$ cat src/hdl/b3lut_pkg.sv
// Shared types and constants for the binary 3x3 lookup-table filter.
// Used by every module of the block but b3lut_ram; depends on nothing.
`timescale 1ns / 1ps

package b3lut_pkg;

  // Frame geometry
  localparam int FRAME_WIDTH  = 32;
  localparam int FRAME_HEIGHT = 32;

  localparam int COL_W = $clog2(FRAME_WIDTH);
  // One extra row code marks the flush pass over the last row
  localparam int ROW_W = $clog2(FRAME_HEIGHT + 1);

  localparam logic [COL_W-1:0] COL_FIRST = '0;
  localparam logic [COL_W-1:0] COL_LAST  = COL_W'(FRAME_WIDTH - 1);
  localparam logic [ROW_W-1:0] ROW_FIRST = '0;
  localparam logic [ROW_W-1:0] ROW_FLUSH = ROW_W'(FRAME_HEIGHT);
  // Rows below this one have their upper neighbor row outside the frame
  localparam logic [ROW_W-1:0] ROW_TOP_IN_FRAME = ROW_W'(2);

  // Lookup table: 8 config words of 64 entries each
  localparam int TABLE_WORDS  = 8;
  localparam int WORD_W       = 64;
  localparam int TABLE_SIZE   = TABLE_WORDS * WORD_W;
  localparam int TABLE_IDX_W  = $clog2(TABLE_SIZE);
  localparam int WORD_SEL_W   = $clog2(TABLE_WORDS);
  localparam int BIT_SEL_W    = $clog2(WORD_W);
  localparam int CFG_IDX_W    = 4;

  localparam logic [TABLE_IDX_W-1:0] IDX_ALL_DARK = '0;
  localparam logic [TABLE_IDX_W-1:0] IDX_ALL_LIT  = TABLE_IDX_W'(TABLE_SIZE - 1);

  // Lit counter
  localparam int              LIT_W   = 11;
  localparam logic [LIT_W-1:0] LIT_MAX = '1;

  // Line buffer entry: {pixel two rows up, pixel one row up}
  localparam int LB_W = 2;

  typedef struct packed {
    logic [ROW_W-1:0] row;
    logic [COL_W-1:0] col;
    logic             pix;
  } lb_item_t;

  typedef struct packed {
    logic             en;
    logic [COL_W-1:0] addr;
  } lb_rd_t;

  typedef struct packed {
    logic             en;
    logic [COL_W-1:0] addr;
    logic [LB_W-1:0]  data;
  } lb_wr_t;

  // One window column, top to bottom
  typedef struct packed {
    logic top;
    logic mid;
    logic bot;
  } win_col_t;

endpackage

$ cat src/hdl/b3lut_ram.sv
// Generic single-write, single-read synchronous RAM with registered read data.
// Stand-alone; no package dependency.
`timescale 1ns / 1ps

module b3lut_ram #(
  parameter int WIDTH = 2,
  parameter int DEPTH = 32
) (
  input  logic                     clk,
  input  logic                     we,
  input  logic [$clog2(DEPTH)-1:0] waddr,
  input  logic [WIDTH-1:0]         wdata,
  input  logic                     re,
  input  logic [$clog2(DEPTH)-1:0] raddr,
  output logic [WIDTH-1:0]         rdata
);

  logic [WIDTH-1:0] mem [DEPTH];

  // Write port
  always_ff @(posedge clk) begin
    if (we) begin
      mem[waddr] <= wdata;
    end
  end

  // Registered read, holds while re is low
  always_ff @(posedge clk) begin
    if (re) begin
      rdata <= mem[raddr];
    end
  end

endmodule

$ cat src/hdl/b3lut_table.sv
// Lookup table registers with the configuration write port and two read taps.
// Depends on b3lut_pkg.
`timescale 1ns / 1ps

module b3lut_table (
  input  logic                                clk,
  input  logic                                rst_n,
  input  logic                                cfg_wr_en,
  input  logic [b3lut_pkg::CFG_IDX_W-1:0]     cfg_index,
  input  logic [b3lut_pkg::WORD_W-1:0]        cfg_data,
  input  logic [b3lut_pkg::TABLE_IDX_W-1:0]   lookup_idx,
  output logic                                lookup_bit,
  input  logic                                bg,
  output logic                                bg_bit
);

  logic [b3lut_pkg::WORD_W-1:0] words_r [b3lut_pkg::TABLE_WORDS];
  logic [b3lut_pkg::TABLE_IDX_W-1:0] bg_idx;

  // Config writes; indexes past the table are dropped
  always_ff @(posedge clk) begin
    if (!rst_n) begin
      for (int i = 0; i < b3lut_pkg::TABLE_WORDS; i++) begin
        words_r[i] <= '0;
      end
    end else if (cfg_wr_en &&
                 (cfg_index < b3lut_pkg::CFG_IDX_W'(b3lut_pkg::TABLE_WORDS))) begin
      words_r[cfg_index[b3lut_pkg::WORD_SEL_W-1:0]] <= cfg_data;
    end
  end

  // Neighborhood lookup
  assign lookup_bit =
    words_r[lookup_idx[b3lut_pkg::TABLE_IDX_W-1 -: b3lut_pkg::WORD_SEL_W]]
           [lookup_idx[b3lut_pkg::BIT_SEL_W-1:0]];

  // Background successor: entry of an all-dark or all-lit window
  assign bg_idx = bg ? b3lut_pkg::IDX_ALL_LIT : b3lut_pkg::IDX_ALL_DARK;
  assign bg_bit =
    words_r[bg_idx[b3lut_pkg::TABLE_IDX_W-1 -: b3lut_pkg::WORD_SEL_W]]
           [bg_idx[b3lut_pkg::BIT_SEL_W-1:0]];

endmodule

$ cat src/hdl/b3lut_seq.sv
// Raster position sequencer: accepts input items, runs the last-row flush pass,
// and issues line buffer reads. Depends on b3lut_pkg.
`timescale 1ns / 1ps

module b3lut_seq (
  input  logic                clk,
  input  logic                rst_n,
  input  logic                in_valid,
  output logic                in_ready,
  input  logic                in_pixel_in,
  input  logic                s1_ready,
  output logic                ld,
  output b3lut_pkg::lb_item_t ld_item,
  output b3lut_pkg::lb_rd_t   rd
);

  logic [b3lut_pkg::ROW_W-1:0] row_r, row_nxt;
  logic [b3lut_pkg::COL_W-1:0] col_r, col_nxt;
  logic                        flushing;

  assign flushing = (row_r == b3lut_pkg::ROW_FLUSH);
  assign in_ready = s1_ready && !flushing;
  assign ld       = s1_ready && (flushing || in_valid);

  // Item handed to the column stage, with its line buffer read
  assign ld_item.row = row_r;
  assign ld_item.col = col_r;
  assign ld_item.pix = flushing ? 1'b0 : in_pixel_in;
  assign rd.en       = ld;
  assign rd.addr     = col_r;

  // Position advance
  always_comb begin
    row_nxt = row_r;
    col_nxt = col_r;
    if (ld) begin
      if (col_r == b3lut_pkg::COL_LAST) begin
        col_nxt = b3lut_pkg::COL_FIRST;
        row_nxt = flushing ? b3lut_pkg::ROW_FIRST : row_r + b3lut_pkg::ROW_W'(1);
      end else begin
        col_nxt = col_r + b3lut_pkg::COL_W'(1);
      end
    end
  end

  always_ff @(posedge clk) begin
    if (!rst_n) begin
      row_r <= b3lut_pkg::ROW_FIRST;
      col_r <= b3lut_pkg::COL_FIRST;
    end else begin
      row_r <= row_nxt;
      col_r <= col_nxt;
    end
  end

endmodule

$ cat src/hdl/b3lut_emit.sv
// Column stage: line buffer write-back, 3x3 window, table index, lit count,
// background tracking and the output register. Depends on b3lut_pkg.
`timescale 1ns / 1ps

module b3lut_emit (
  input  logic                                clk,
  input  logic                                rst_n,
  input  logic                                ld,
  input  b3lut_pkg::lb_item_t                 ld_item,
  output logic                                s1_ready,
  input  logic [b3lut_pkg::LB_W-1:0]          rdata,
  output b3lut_pkg::lb_wr_t                   wr,
  output logic [b3lut_pkg::TABLE_IDX_W-1:0]   tbl_idx,
  input  logic                                tbl_bit,
  output logic                                bg,
  input  logic                                bg_bit,
  output logic                                out_valid,
  input  logic                                out_ready,
  output logic                                out_pixel_out,
  output logic                                out_frame_done,
  output logic [b3lut_pkg::LIT_W-1:0]         out_lit_total,
  output logic                                out_next_background
);

  // Column stage item and window
  logic                       s1_valid_r, s1_valid_nxt;
  b3lut_pkg::lb_item_t        s1_r;
  b3lut_pkg::win_col_t        win_a_r, win_a_nxt;
  b3lut_pkg::win_col_t        win_b_r, win_b_nxt;
  logic                       tail_r, tail_nxt;
  logic                       tail_last_r, tail_last_nxt;
  logic                       bg_r, bg_nxt;
  logic [b3lut_pkg::LIT_W-1:0] lit_r, lit_nxt, lit_inc;

  // Output register
  logic                        out_valid_r, out_valid_nxt;
  logic                        out_pix_r, out_done_r, out_nbg_r;
  logic [b3lut_pkg::LIT_W-1:0] out_lit_r;

  logic                 out_free;
  logic                 s1_fire;
  logic                 emit_go;
  logic                 emit_last;
  logic                 emits_main;
  logic                 tail_needed;
  b3lut_pkg::win_col_t  new_col;
  b3lut_pkg::win_col_t  bg_col;

  function automatic logic [b3lut_pkg::TABLE_IDX_W-1:0] make_idx(
    input b3lut_pkg::win_col_t l,
    input b3lut_pkg::win_col_t m,
    input b3lut_pkg::win_col_t r
  );
    make_idx = {l.top, m.top, r.top, l.mid, m.mid, r.mid, l.bot, m.bot, r.bot};
  endfunction

  assign bg       = bg_r;
  assign out_free = !out_valid_r || out_ready;
  assign bg_col   = '{top: bg_r, mid: bg_r, bot: bg_r};

  // Incoming column: rows outside the frame read as background
  assign new_col.top = (s1_r.row < b3lut_pkg::ROW_TOP_IN_FRAME) ? bg_r : rdata[1];
  assign new_col.mid = rdata[0];
  assign new_col.bot = (s1_r.row == b3lut_pkg::ROW_FLUSH) ? bg_r : s1_r.pix;

  assign emits_main  = (s1_r.row != b3lut_pkg::ROW_FIRST) &&
                       (s1_r.col != b3lut_pkg::COL_FIRST);
  assign tail_needed = (s1_r.row != b3lut_pkg::ROW_FIRST) &&
                       (s1_r.col == b3lut_pkg::COL_LAST);

  // Emit control: a pending right-edge item goes ahead of the next column
  always_comb begin
    s1_fire   = 1'b0;
    emit_go   = 1'b0;
    emit_last = 1'b0;
    tbl_idx   = make_idx(win_a_r, win_b_r, new_col);
    if (tail_r) begin
      emit_go   = out_free;
      emit_last = tail_last_r;
      tbl_idx   = make_idx(win_a_r, win_b_r, bg_col);
    end else if (s1_valid_r) begin
      s1_fire = !emits_main || out_free;
      emit_go = emits_main && out_free;
    end
  end

  assign s1_ready = !s1_valid_r || s1_fire;

  // Line buffer write-back: shift this row's pixel into the entry
  assign wr.en   = s1_fire && (s1_r.row != b3lut_pkg::ROW_FLUSH);
  assign wr.addr = s1_r.col;
  assign wr.data = {rdata[0], s1_r.pix};

  // Lit count with saturation
  assign lit_inc = (tbl_bit && (lit_r != b3lut_pkg::LIT_MAX)) ?
                   lit_r + b3lut_pkg::LIT_W'(1) : lit_r;

  // Stage, window, tail and frame state
  always_comb begin
    s1_valid_nxt  = s1_valid_r;
    win_a_nxt     = win_a_r;
    win_b_nxt     = win_b_r;
    tail_nxt      = tail_r;
    tail_last_nxt = tail_last_r;
    bg_nxt        = bg_r;
    lit_nxt       = lit_r;
    if (s1_fire) begin
      s1_valid_nxt = 1'b0;
      if (s1_r.col == b3lut_pkg::COL_FIRST) begin
        win_a_nxt = bg_col;
      end else begin
        win_a_nxt = win_b_r;
      end
      win_b_nxt     = new_col;
      tail_nxt      = tail_needed;
      tail_last_nxt = (s1_r.row == b3lut_pkg::ROW_FLUSH);
    end
    if (ld) begin
      s1_valid_nxt = 1'b1;
    end
    if (tail_r && emit_go) begin
      tail_nxt = 1'b0;
    end
    if (emit_go) begin
      if (emit_last) begin
        lit_nxt = '0;
        bg_nxt  = bg_bit;
      end else begin
        lit_nxt = lit_inc;
      end
    end
  end

  always_ff @(posedge clk) begin
    if (!rst_n) begin
      s1_valid_r  <= 1'b0;
      tail_r      <= 1'b0;
      tail_last_r <= 1'b0;
      bg_r        <= 1'b0;
      lit_r       <= '0;
    end else begin
      s1_valid_r  <= s1_valid_nxt;
      tail_r      <= tail_nxt;
      tail_last_r <= tail_last_nxt;
      bg_r        <= bg_nxt;
      lit_r       <= lit_nxt;
    end
  end

  always_ff @(posedge clk) begin
    if (ld) begin
      s1_r <= ld_item;
    end
    win_a_r <= win_a_nxt;
    win_b_r <= win_b_nxt;
  end

  // Output register
  always_comb begin
    out_valid_nxt = out_valid_r;
    if (emit_go) begin
      out_valid_nxt = 1'b1;
    end else if (out_ready) begin
      out_valid_nxt = 1'b0;
    end
  end

  always_ff @(posedge clk) begin
    if (!rst_n) begin
      out_valid_r <= 1'b0;
    end else begin
      out_valid_r <= out_valid_nxt;
    end
  end

  always_ff @(posedge clk) begin
    if (emit_go) begin
      out_pix_r  <= tbl_bit;
      out_done_r <= emit_last;
      out_lit_r  <= emit_last ? lit_inc : '0;
      out_nbg_r  <= bg_bit;
    end
  end

  assign out_valid           = out_valid_r;
  assign out_pixel_out       = out_pix_r;
  assign out_frame_done      = out_done_r;
  assign out_lit_total       = out_lit_r;
  assign out_next_background = out_nbg_r;

endmodule

$ cat src/hdl/binary_3x3_lut_filter_core.sv
// Top level of the binary 3x3 lookup-table filter: sequencer, line buffer RAM,
// table registers and column stage. Depends on b3lut_pkg and all b3lut modules.
//
//   channel | ports                                   | handshake
//   --------+-----------------------------------------+-------------------
//   input   | in_pixel_in                             | in_valid/in_ready
//   result  | out_pixel_out, out_frame_done,          | out_valid/out_ready
//           | out_lit_total, out_next_background      |
//   config  | cfg_index, cfg_data                     | cfg_wr_en
//
// One pixel is taken per clock, except in the stalls below. A right-edge result (each row
// end but the first, and the end of the flush) takes its own slot, so the next input
// waits. After the last pixel of a frame in_ready stays low while the last row is flushed
// from the line buffer. The single result port (one item per clock while out_ready is
// high) causes the stalls. Items are registered in the column stage, results in the output
// register. Reset needs no clearing pass; rows outside the frame read as background.
`timescale 1ns / 1ps

module binary_3x3_lut_filter_core (
  input  logic                              clk,
  input  logic                              rst_n,
  input  logic                              in_valid,
  output logic                              in_ready,
  input  logic                              in_pixel_in,
  output logic                              out_valid,
  input  logic                              out_ready,
  output logic                              out_pixel_out,
  output logic                              out_frame_done,
  output logic [b3lut_pkg::LIT_W-1:0]       out_lit_total,
  output logic                              out_next_background,
  input  logic                              cfg_wr_en,
  input  logic [b3lut_pkg::CFG_IDX_W-1:0]   cfg_index,
  input  logic [b3lut_pkg::WORD_W-1:0]      cfg_data
);

  logic                               s1_ready;
  logic                               ld;
  b3lut_pkg::lb_item_t                ld_item;
  b3lut_pkg::lb_rd_t                  rd;
  b3lut_pkg::lb_wr_t                  wr;
  logic [b3lut_pkg::LB_W-1:0]         rdata;
  logic [b3lut_pkg::TABLE_IDX_W-1:0]  tbl_idx;
  logic                               tbl_bit;
  logic                               bg;
  logic                               bg_bit;

  // Raster position and flush pass
  b3lut_seq u_seq (
    .clk         (clk),
    .rst_n       (rst_n),
    .in_valid    (in_valid),
    .in_ready    (in_ready),
    .in_pixel_in (in_pixel_in),
    .s1_ready    (s1_ready),
    .ld          (ld),
    .ld_item     (ld_item),
    .rd          (rd)
  );

  // Line buffer: two previous rows per column
  b3lut_ram #(
    .WIDTH (b3lut_pkg::LB_W),
    .DEPTH (b3lut_pkg::FRAME_WIDTH)
  ) u_line_buf (
    .clk   (clk),
    .we    (wr.en),
    .waddr (wr.addr),
    .wdata (wr.data),
    .re    (rd.en),
    .raddr (rd.addr),
    .rdata (rdata)
  );

  // Lookup table
  b3lut_table u_table (
    .clk        (clk),
    .rst_n      (rst_n),
    .cfg_wr_en  (cfg_wr_en),
    .cfg_index  (cfg_index),
    .cfg_data   (cfg_data),
    .lookup_idx (tbl_idx),
    .lookup_bit (tbl_bit),
    .bg         (bg),
    .bg_bit     (bg_bit)
  );

  // Window, count and output register
  b3lut_emit u_emit (
    .clk                 (clk),
    .rst_n               (rst_n),
    .ld                  (ld),
    .ld_item             (ld_item),
    .s1_ready            (s1_ready),
    .rdata               (rdata),
    .wr                  (wr),
    .tbl_idx             (tbl_idx),
    .tbl_bit             (tbl_bit),
    .bg                  (bg),
    .bg_bit              (bg_bit),
    .out_valid           (out_valid),
    .out_ready           (out_ready),
    .out_pixel_out       (out_pixel_out),
    .out_frame_done      (out_frame_done),
    .out_lit_total       (out_lit_total),
    .out_next_background (out_next_background)
  );

endmodule
$ cat config.mk
export PLATFORM = sky130hd
export DESIGN_NAME = binary_3x3_lut_filter_core
export DESIGN_NICKNAME = d
export VERILOG_FILES = /design/src/hdl/b3lut_pkg.sv /design/src/hdl/b3lut_ram.sv /design/src/hdl/b3lut_table.sv /design/src/hdl/b3lut_seq.sv /design/src/hdl/b3lut_emit.sv /design/src/hdl/binary_3x3_lut_filter_core.sv
export SDC_FILE = /design/constraint.sdc
export NUM_CORES = 1
export LEC_CHECK = 0
export BUFFER_PORTS_ARGS = -buffer_cell sky130_fd_sc_hd__clkbuf_2
export CORE_UTILIZATION = 50
export DETAILED_ROUTE_END_ITERATION = 10
export PLACE_DENSITY = 0.62
export RECOVER_POWER = 25
export SETUP_SLACK_MARGIN = 0.1
export SYNTH_ARGS = -nofsm -noshare
export SYNTH_HDL_FRONTEND = slang
export SYNTH_SLANG_ARGS = --single-unit
$ cat constraint.sdc
create_clock -name clk -period 17.5 [get_ports clk]
set_input_delay 0.875 -clock clk [delete_from_list [all_inputs] [get_ports clk]]
set_output_delay 0.875 -clock clk [all_outputs]
set_load 0.05 [all_outputs]
Yosys cells after proc, flatten, opt, wreduce, memory -nomap -nowiden
Memories as Yosys holds them, arrays and structs flattened. A register that Yosys moved wholly into a read port is not among the register bits.
Cells that the tools add are included.
{"block": "totals", "regBits": 59, "latch_bits": 0, "ramBits": 576, "romBits": 0, "in_bits": 74, "mem_count": 2}
{"memory": "u_table.words_r", "words": 8, "word_bits": 64, "rd": 2, "rd_ports_with_merged_regs": 0, "write_ports": 8, "line_no": "b3lut_table.sv:17", "text": "logic [b3lut_pkg::WORD_W-1:0] words_r [b3lut_pkg::TABLE_WORDS];"}
{"memory": "u_line_buf.mem", "words": 32, "word_bits": 2, "rd": 1, "rd_ports_with_merged_regs": 1, "write_ports": 1, "line_no": "b3lut_ram.sv:18", "text": "logic [WIDTH-1:0] mem [DEPTH];"}
{"block": "classes", "n_addsub": 3, "n_mul": 0, "n_div": 0, "order_cmp": 4, "n_eq_ne": 6, "shift": 0, "mux": 31, "bitwise_logic": 1, "reduce_logical": 26}
{"cell": "$mux 64", "count": 1}
{"cell": "$reduce_or 64->1", "count": 1}
{"cell": "$mux 11", "count": 2}
{"cell": "$mux 1", "count": 20}
{"cell": "$lt 6x7->1 const B", "count": 2}
{"cell": "$bmux 1 s6", "count": 2}
{"cell": "$eq 6x6->1 const B", "count": 2}
{"cell": "$add 11x1->11 const B", "count": 1}
{"cell": "$ne 11x11->1 const B", "count": 1}
{"cell": "$eq 5x5->1 const B", "count": 2}
{"cell": "$logic_and 1x1->1", "count": 9}
{"cell": "$mux 9", "count": 1}
{"cell": "$mux 7", "count": 1}
{"cell": "$add 6x1->6 const B", "count": 1}
{"cell": "$lt 6x2->1 const B", "count": 1}
{"cell": "$mux 3", "count": 2}
{"cell": "$mux 6", "count": 1}
{"cell": "$ne 6x6->1 const B", "count": 1}
{"cell": "$reduce_bool 6->1", "count": 1}
{"cell": "$add 5x1->5 const B", "count": 1}
{"cell": "$logic_not 5->1", "count": 1}
{"cell": "$mux 5", "count": 1}
{"cell": "$reduce_bool 5->1", "count": 1}
{"cell": "$logic_not 1->1", "count": 4}
{"cell": "other kinds (6)", "count": 11}

Depth between registers and ports, before layout
Gate-level depths: netlist (run 1).
{"block": "logic_depth", "word_depth": 9, "ltp_mapped": 18, "depth_no_buf": 12}

Modules after synthesis
From an unflattened synthesis (run 1), not the netlist that was laid out.
{"block": "unflattened", "cells_unflattened": 1986, "hier_area_um2": 29299.4}
{"mod": "b3lut_table", "instances": 1, "cells_per_inst": 1536, "area_per_inst_um2": 23665.2}
{"mod": "b3lut_ram", "instances": 1, "cells_per_inst": 185, "area_per_inst_um2": 2802.7}
{"mod": "b3lut_emit", "instances": 1, "cells_per_inst": 191, "area_per_inst_um2": 2162.1}
{"mod": "b3lut_seq", "instances": 1, "cells_per_inst": 74, "area_per_inst_um2": 669.4}

Worst setup path after synthesis (run 1)
OpenSTA, ideal clock, no wires.
{"block": "synth_timing", "path_type": "input-to-reg", "start": "input port rst_n", "end": "memory u_table.words_r[2][0] (netlist bit), enable pin", "setup_ns": 0.574, "t_arrival_ns": 6.180, "path_slack_ns": 10.746, "stages": 5, "path_buffers": 2, "path_cell_list": "clkbuf_1 nand2_1 or3_1 clkbuf_1 o21ai_0"}
{"element": "start: declaration", "line_no": "binary_3x3_lut_filter_core.sv:21", "text": "input logic rst_n,"}
{"element": "end: declaration", "line_no": "b3lut_table.sv:17"}

==> results.py, run 1 <==
metrics = {
    "critical_path": {
        "slowest_stage": "clkbuf_1",
        "cp_top_family": "buffers and inverters",
        "timing.critical_path.to_type": "flop",
        "crit_chain": "clkbuf_2, clkbuf_1, nand2_1, nor2_1, nand2_1, nor3_2, clkbuf_1, nand2b_4, buf_4",
        "cp_max_fo": 65,
        "cp.buffers_inverters": 4,
        "r2r_end": "u_emit.out_lit_total[7]$_SDFFCE_PN0P_",
        "crit_required_ns": 17.73,
        "path_class": "input pin to flop",
        "reg2reg_depth": 13,
        "crit_arrival_ns": 7.40,
        "slowest_delay_ns": 2.74,
        "startpoint_type": "input pin",
        "r2r-start": "u_emit.bg$_SDFFE_PN0P_",
        "r2r_slack_ns": 10.60,
    },
    "cts": {
        "ctsResizeCount": 0,
        "cts_hold_buf": 0,
        "cts_buffers": 72,
        "cts_root_buf": "clkbuf_16",
        "cts.reportedPaths.clkPinSlew_ns": 0.06,
        "ctsHtreeMaxLevel": 3,
        "clock_latency_ns": 0.62,
        "cts_tree": "built",
        "cts_sinks": 637,
        "cts_setup_buffers": 0,
        "cts.path.max_buffers": 3,
    },
    "yosys": {
        "synth_seq_area_share_pct": 60.8,
        "postSynthCellCount": 2384,
        "synth_area_um2": 31000,
        "ys_warn_count": 0,
        "avgSynthCellArea_um2": 13.0,
        "synth_edf_count": 610,
        "ys.flop_type": "edfxtp_1",
        "synthDistinctLibCells": 77,
        "syn_nets": 2463,
        "ys_ff_latch": 637,
        "async_flop_share_pct": 0,
    },
    "floorplanning": {
        "start_util_pct": 51.0,
        "fp.coreArea_um2": 60800,
        "dieArea_um2": 63100,
        "num_io_pins": 90,
        "dieWidth_um": 251,
        "row_count": 90,
        "die_y_um": 251,
    },
    "routing": {
        "dr.pass1.iters": 5,
        "drc": 0,
        "vias": 20602,
        "drt_first_iter_violations": 2151,
        "wire_per_inst_um": 27.6,
        "ant_nets": 0,
        "wl_um": 90300,
        "vias_per_cell": 6.31,
    },
    "timing": {
        "skew_ns": 0.0288,
        "hold_viol_final": 0,
        "setup-tns-final_ns": 0,
        "slew_violations": 564,
        "tightest_slew_ns": 4.08,
        "fin_crit_sh_pct": 41.0,
        "setup_slack_ns": 10.33,
        "hold_slack_ns": 0.477,
        "max_slew_margin_pct": -172,
        "fin_crit_ns": 7.17,
        "setup_viol": 0,
        "rsz0062_at_grt": "false",
        "fmaxAchievable_mhz": 139,
    },
    "cells_and_area": {
        "final_common_cell": "edfxtp_1",
        "final_nets": 2508,
        "layout_common_cells": "edfxtp_1 (610), and2_1 (499), mux2i_1 (151)",
        "utilization_pct": 56.5,
        "instances_no_fill": 3267,
        "area_growth_pct": 10.8,
        "drive_gt1_share_pct": 13.3,
        "design_area_um2": 34400,
    },
    "worst_hold_path": {
        "worst_hold_path_type": "flop to flop",
        "min_to": "u_emit.tail_last_r$_SDFFE_PN0P_",
        "hold_start": "u_emit.tail_last_r$_SDFFE_PN0P_",
        "hold-path-cell-count": 2,
    },
    "run_status": {
        "outcome": "complete, but fails checks",
        "violations": "max-capacitance violations, max-slew violations",
    },
    "power": {
        "ir_worst_vdd_uv": 65.5,
        "leakage_nw": 11.8,
        "design_power_total_mw": 3.55,
        "p_per_area_nw_per_um2": 103,
    },
    "global_routing": {
        "overflow": 0,
        "grt_pass1_wl_um": 133000,
        "antenna_found_initial": 5,
        "grt_pass1_vias": 20407,
        "track_usage_pct": 28.8,
        "grt_max_degree": 92,
    },
    "placement": {
        "placedCellCount": 3137,
        "gp_congestion": 0.826,
        "place_hpwl_um": 50200,
        "placed_cell_area_um2": 32300,
        "numPortBuffers": 89,
        "post-place-ws_ns": 11.81,
    },
    "flow_run": {
        "maxCapViolCount": 14,
    },
}
[worst reg2reg max path: stages (launching register included)]
cell and delay, ns:
dfxtp_1 2.16, and2_1 0.68, a21oi_1 0.34, nand2_1 0.60
buf_4 0.47, mux2_2 0.42, o41a_1 0.30, o311ai_0 0.11
o311ai_0 0.23, a32oi_2 0.33, nand3_4 0.30, nor3_1 0.44
xnor2_1 0.16, nor2_1 0.05
[state kept, by name, summed over array words and instances, names as in the netlist, 2 cells and up]
signal,cells
u_table.words_r,512
u_line_buf.mem,64
u_emit.lit_r,11
u_emit.out_lit_total,11
u_emit.s1_r,6
u_emit.wr,6
u_seq.row_r,6
u_seq.col_r,5
u_emit.win_a_r,3
u_emit.win_b_r,3
u_line_buf.rdata,2
[synth_stat cells (28+ instances only)]
cell	count	area, um2
a221oi_1	48	420
o21ai_0	39	195
o22ai_1	48	300
nor3_1	28	140
nor2_1	107	402
a21oi_1	65	325
mux4_2	72	1620
nand3_1	38	190
mux2i_1	152	1520
and2_1	516	3230
clkbuf_1	116	435
edfxtp_1	610	18300
nand2_1	144	541
[per-layer routing]
| layer | vias up | track usage, % | part of all wire [%] |
|---|---|---|---|
| li1 | 9047 | - | - |
| met4 | 6 | 10.9 | 3.5 |
| met3 | 177 | 6.14 | 8.5 |
| met2 | 957 | 46.1 | 47 |
| met1 | 10415 | 38.7 | 41 |
| met5 | - | 0 | 0.032 |
[layout make-up]
cell class                 instances  area (um2)
fill                            4979       26400
antenna                            4        10.0
clock inverter                    35         249
multi-input combinational       1564       11500
clock buffer                      91        1960
timing repair buffer             137         747
sequential                       637       18900
inverter                          17        63.8
tap                              782         978
[power breakdown]
part / switching, mW / leakage (nW) / internal (mW)
registers: 0.0328 / 6.01 / 1.75
logic: 0.224 / 4.74 / 0.113
clock network: 0.601 / 1.09 / 0.833
total: 0.857 / 11.8 / 2.70
[cells by family after synthesis]
logic type,after synthesis,synth area share (%)
AND/OR/NAND/NOR,950,17.1
flip-flops,637,60.8
AO/OA/AOI/OAI,346,7.97
multiplexers,245,10.9
buffers and inverters,183,2.50
XOR/XNOR,18,0.508
adder cells (fa/ha/maj),5,0.202
[worst max path at each step]
stage	end	startpoint	cells after the start	slack [ns]
5_1_grt	u_table.words_r[1][31]$_SDFFCE_PN0P_	rst_n	9	10.08
4_1_cts	u_emit.lit_r[1]$_SDFFE_PN0P_	u_emit.s1_r[7]$_DFFE_PP_	13	11.76
6_report	u_table.words_r[1][30]$_SDFFCE_PN0P_	rst_n	9	10.33
3_5_place_dp	u_emit.lit_r[1]$_SDFFE_PN0P_	u_emit.s1_r[7]$_DFFE_PP_	13	11.81
3_3_place_gp	u_emit.lit_r[1]$_SDFFE_PN0P_	u_emit.s1_r[7]$_DFFE_PP_	13	11.92
2_1_floorplan	u_table.words_r[2][0]$_SDFFCE_PN0P_	rst_n	5	10.75
Note: power is estimated with default switching activity, not from simulation.
==> run 2: changes to the inputs <==
Settings changed: PLACE_DENSITY 0.62 to 0.65.
Clock period 17.5 ns to 6.17 ns, I/O delays scaled along.
==> run 2 against run 1 <==
The flow still finishes with violations (max-capacitance violations, max-slew violations); setup slack lost 9.3 ns; clock power grew to 2.9 times the previous value; total power grew to 2.9 times the previous value; clock-buffer cell count is the same; core utilization grew 0.31 points; critical path type is now flop to flop; critical endpoint is now u_emit.out_lit_total[7]$_SDFFCE_PN0P_.
==> results.py, run 2 (synthesis results as in run 1) <==
metrics = {
    "worst_hold_path": {
        "hold-path-cell-count": 2,
        "hold_start": "cfg_data[51]",
        "worst_hold_path_type": "input pin to flop",
        "min_to": "u_table.words_r[7][51]$_SDFFCE_PN0P_",
    },
    "timing": {
        "fin_crit_sh_pct": 83.1,
        "fmaxAchievable_mhz": 195,
        "fin_crit_ns": 5.13,
        "slew_violations": 331,
        "tightest_slew_ns": 3.91,
        "max_slew_margin_pct": -161,
        "setup_viol": 0,
        "setup_slack_ns": 1.04,
        "hold_viol_final": 0,
        "rsz0062_at_grt": "false",
        "skew_ns": 0.0171,
    },
    "critical_path": {
        "timing.critical_path.to_type": "flop",
        "slowest_delay_ns": 0.77,
        "slowest_stage": "dfxtp_1",
        "startpoint_type": "flop",
        "r2r_slack_ns": 1.04,
        "r2r_end": "u_emit.out_lit_total[7]$_SDFFCE_PN0P_",
        "crit_chain": "clkbuf_1, nand2_1, o21ai_1, or2_2, buf_4, nor2_1, o311ai_0, a311oi_1, a32oi_2, nand3_4, nor3_1, xnor2_1, nor2_1",
        "critPathMostFrequentCell": "nor2_1",
        "crit_required_ns": 6.51,
        "crit_arrival_ns": 5.47,
        "reg2reg_depth": 13,
        "path_class": "flop to flop",
        "cp_max_fo": 29,
        "r2r-start": "u_emit.tail_r$_SDFFE_PP0P_",
    },
    "power": {
        "p_per_area_nw_per_um2": 295,
        "leakage_nw": 11.9,
        "ir_worst_vdd_uv": 218,
    },
    "floorplanning": {
        "dieWidth_um": 251,
        "num_io_pins": 90,
        "die_y_um": 251,
        "start_util_pct": 51.0,
        "dieArea_um2": 63100,
        "fp.coreArea_um2": 60800,
        "row_count": 90,
    },
    "cts": {
        "cts_sinks": 637,
        "cts.path.max_buffers": 3,
        "cts_root_buf": "clkbuf_16",
        "clock_latency_ns": 0.62,
        "cts_setup_buffers": 0,
        "cts.reportedPaths.clkPinSlew_ns": 0.06,
        "ctsResizeCount": 0,
        "ctsHtreeMaxLevel": 3,
        "cts_tree": "built",
        "cts_hold_buf": 2,
        "cts_buffers": 71,
    },
    "flow_run": {
        "maxCapViolCount": 12,
    },
    "cells_and_area": {
        "area_growth_pct": 11.4,
        "largest_reg_flops": 512,
        "layout_common_cells": "edfxtp_1 (610), and2_1 (461), mux2i_1 (151)",
        "final_common_cell": "edfxtp_1",
        "top_register": "u_table.words_r",
        "num-fill-cells": 4879,
        "drive_gt1_share_pct": 13.8,
        "seqCellArea_um2": 18900,
        "top_regs": "u_table.words_r (512), u_line_buf.mem (64)",
        "final_nets": 2524,
        "multi_input_area_um2": 11500,
        "design_area_um2": 34600,
    },
    "run_status": {
        "violations": "max-capacitance violations, max-slew violations",
        "outcome": "complete, but fails checks",
    },
    "placement": {
        "post-place-ws_ns": 1.17,
        "placed_cell_area_um2": 32400,
        "gp_congestion": 0.934,
        "numPortBuffers": 89,
        "place_hpwl_um": 53800,
    },
    "global_routing": {
        "grtUsageMet3_pct": 4.76,
        "track_usage_pct": 28.7,
        "grt_max_degree": 66,
        "antenna_found_initial": 6,
        "busiest_layer": "met2",
        "grt_pass1_vias": 20324,
        "gr-usage-met1_pct": 39.5,
        "overflow": 0,
        "grtUsageMet2_pct": 45.0,
        "grt_pass1_wl_um": 133000,
    },
    "routing": {
        "dr.pass1.iters": 7,
        "drc": 0,
        "ant_nets": 0,
        "vias": 20922,
        "wl_um": 90100,
        "vias_per_cell": 6.37,
        "wire_per_inst_um": 27.4,
        "drt_first_iter_violations": 2523,
    },
}
## run 2: cell types whose count changed in the layout (fill, tap and decap cells not counted), moves of 2 or more
cell	delta
nor2_1	+5
clkinv_2	-4
and2_1	-38
dlygate4sd3_1	+2
clkinv_1	+2
clkbuf_1	-9
clkbuf_8	+2
nor2_4	-5
and2_0	+38
buf_4	+22
## run 2: power breakdown
part | internal, mW | switching, mW
Sequential | 4.96 | 0.101
Clock | 2.43 | 1.73
Combinational | 0.332 | 0.636
Total | 7.72 | 2.47
## run 2: stage by stage
step | util, % | hold slack [ns] | total power, mW | setup TNS, ns | cells
after floorplan | - | 0.406 | 5.73 | -3.44 | 2384
after global routing | 56.9 | 0.0680 | 10.4 | 0 | 3286
final | 56.9 | 0.0542 | 10.2 | 0 | 3286
after detailed placement | 53.3 | 0.480 | 6.10 | 0 | 3152
after CTS | 57.0 | 0.0236 | 10.2 | 0 | 3281
after global placement | 53.3 | 0.460 | 6.08 | 0 | 3152
## run 2: worst max-delay path by stage
stage | startpoint | end | cells after the start
5_1_grt | rst_n | u_table.words_r[1][48]$_SDFFCE_PN0P_ | 7
3_3_place_gp | u_emit.s1_r[7]$_DFFE_PP_ | u_emit.lit_r[1]$_SDFFE_PN0P_ | 13
6_report | u_emit.tail_r$_SDFFE_PP0P_ | u_emit.out_lit_total[7]$_SDFFCE_PN0P_ | 13
2_1_floorplan | rst_n | u_table.words_r[2][0]$_SDFFCE_PN0P_ | 5
4_1_cts | u_emit.s1_r[7]$_DFFE_PP_ | u_emit.out_lit_total[7]$_SDFFCE_PN0P_ | 12
3_5_place_dp | u_emit.s1_r[7]$_DFFE_PP_ | u_emit.out_lit_total[7]$_SDFFCE_PN0P_ | 12
## run 2: metal layers
layer,routed length (um),vias up
met5,13,-
met4,3590,2
met3,7950,227
met2,42200,1111
met1,36400,10498
li1,-,9084
## run 2: cell type report
class                      instances  share of cell area [%]
tap                              782                    2.83
sequential                       637                    54.5
multi-input combinational       1564                    33.2
antenna                            5                  0.0362
clock buffer                      91                    5.72
clock inverter                    36                   0.818
timing repair buffer             154                    2.66
inverter                          17                   0.185
## run 2: critical path, delay by kind of cell (launching register included)
family,cells,cell delay (ns)
compound gates,4,1.21
xor+xnor,1,0.19
buf+inv,2,0.85
flops,1,0.77
simple gates,6,1.76
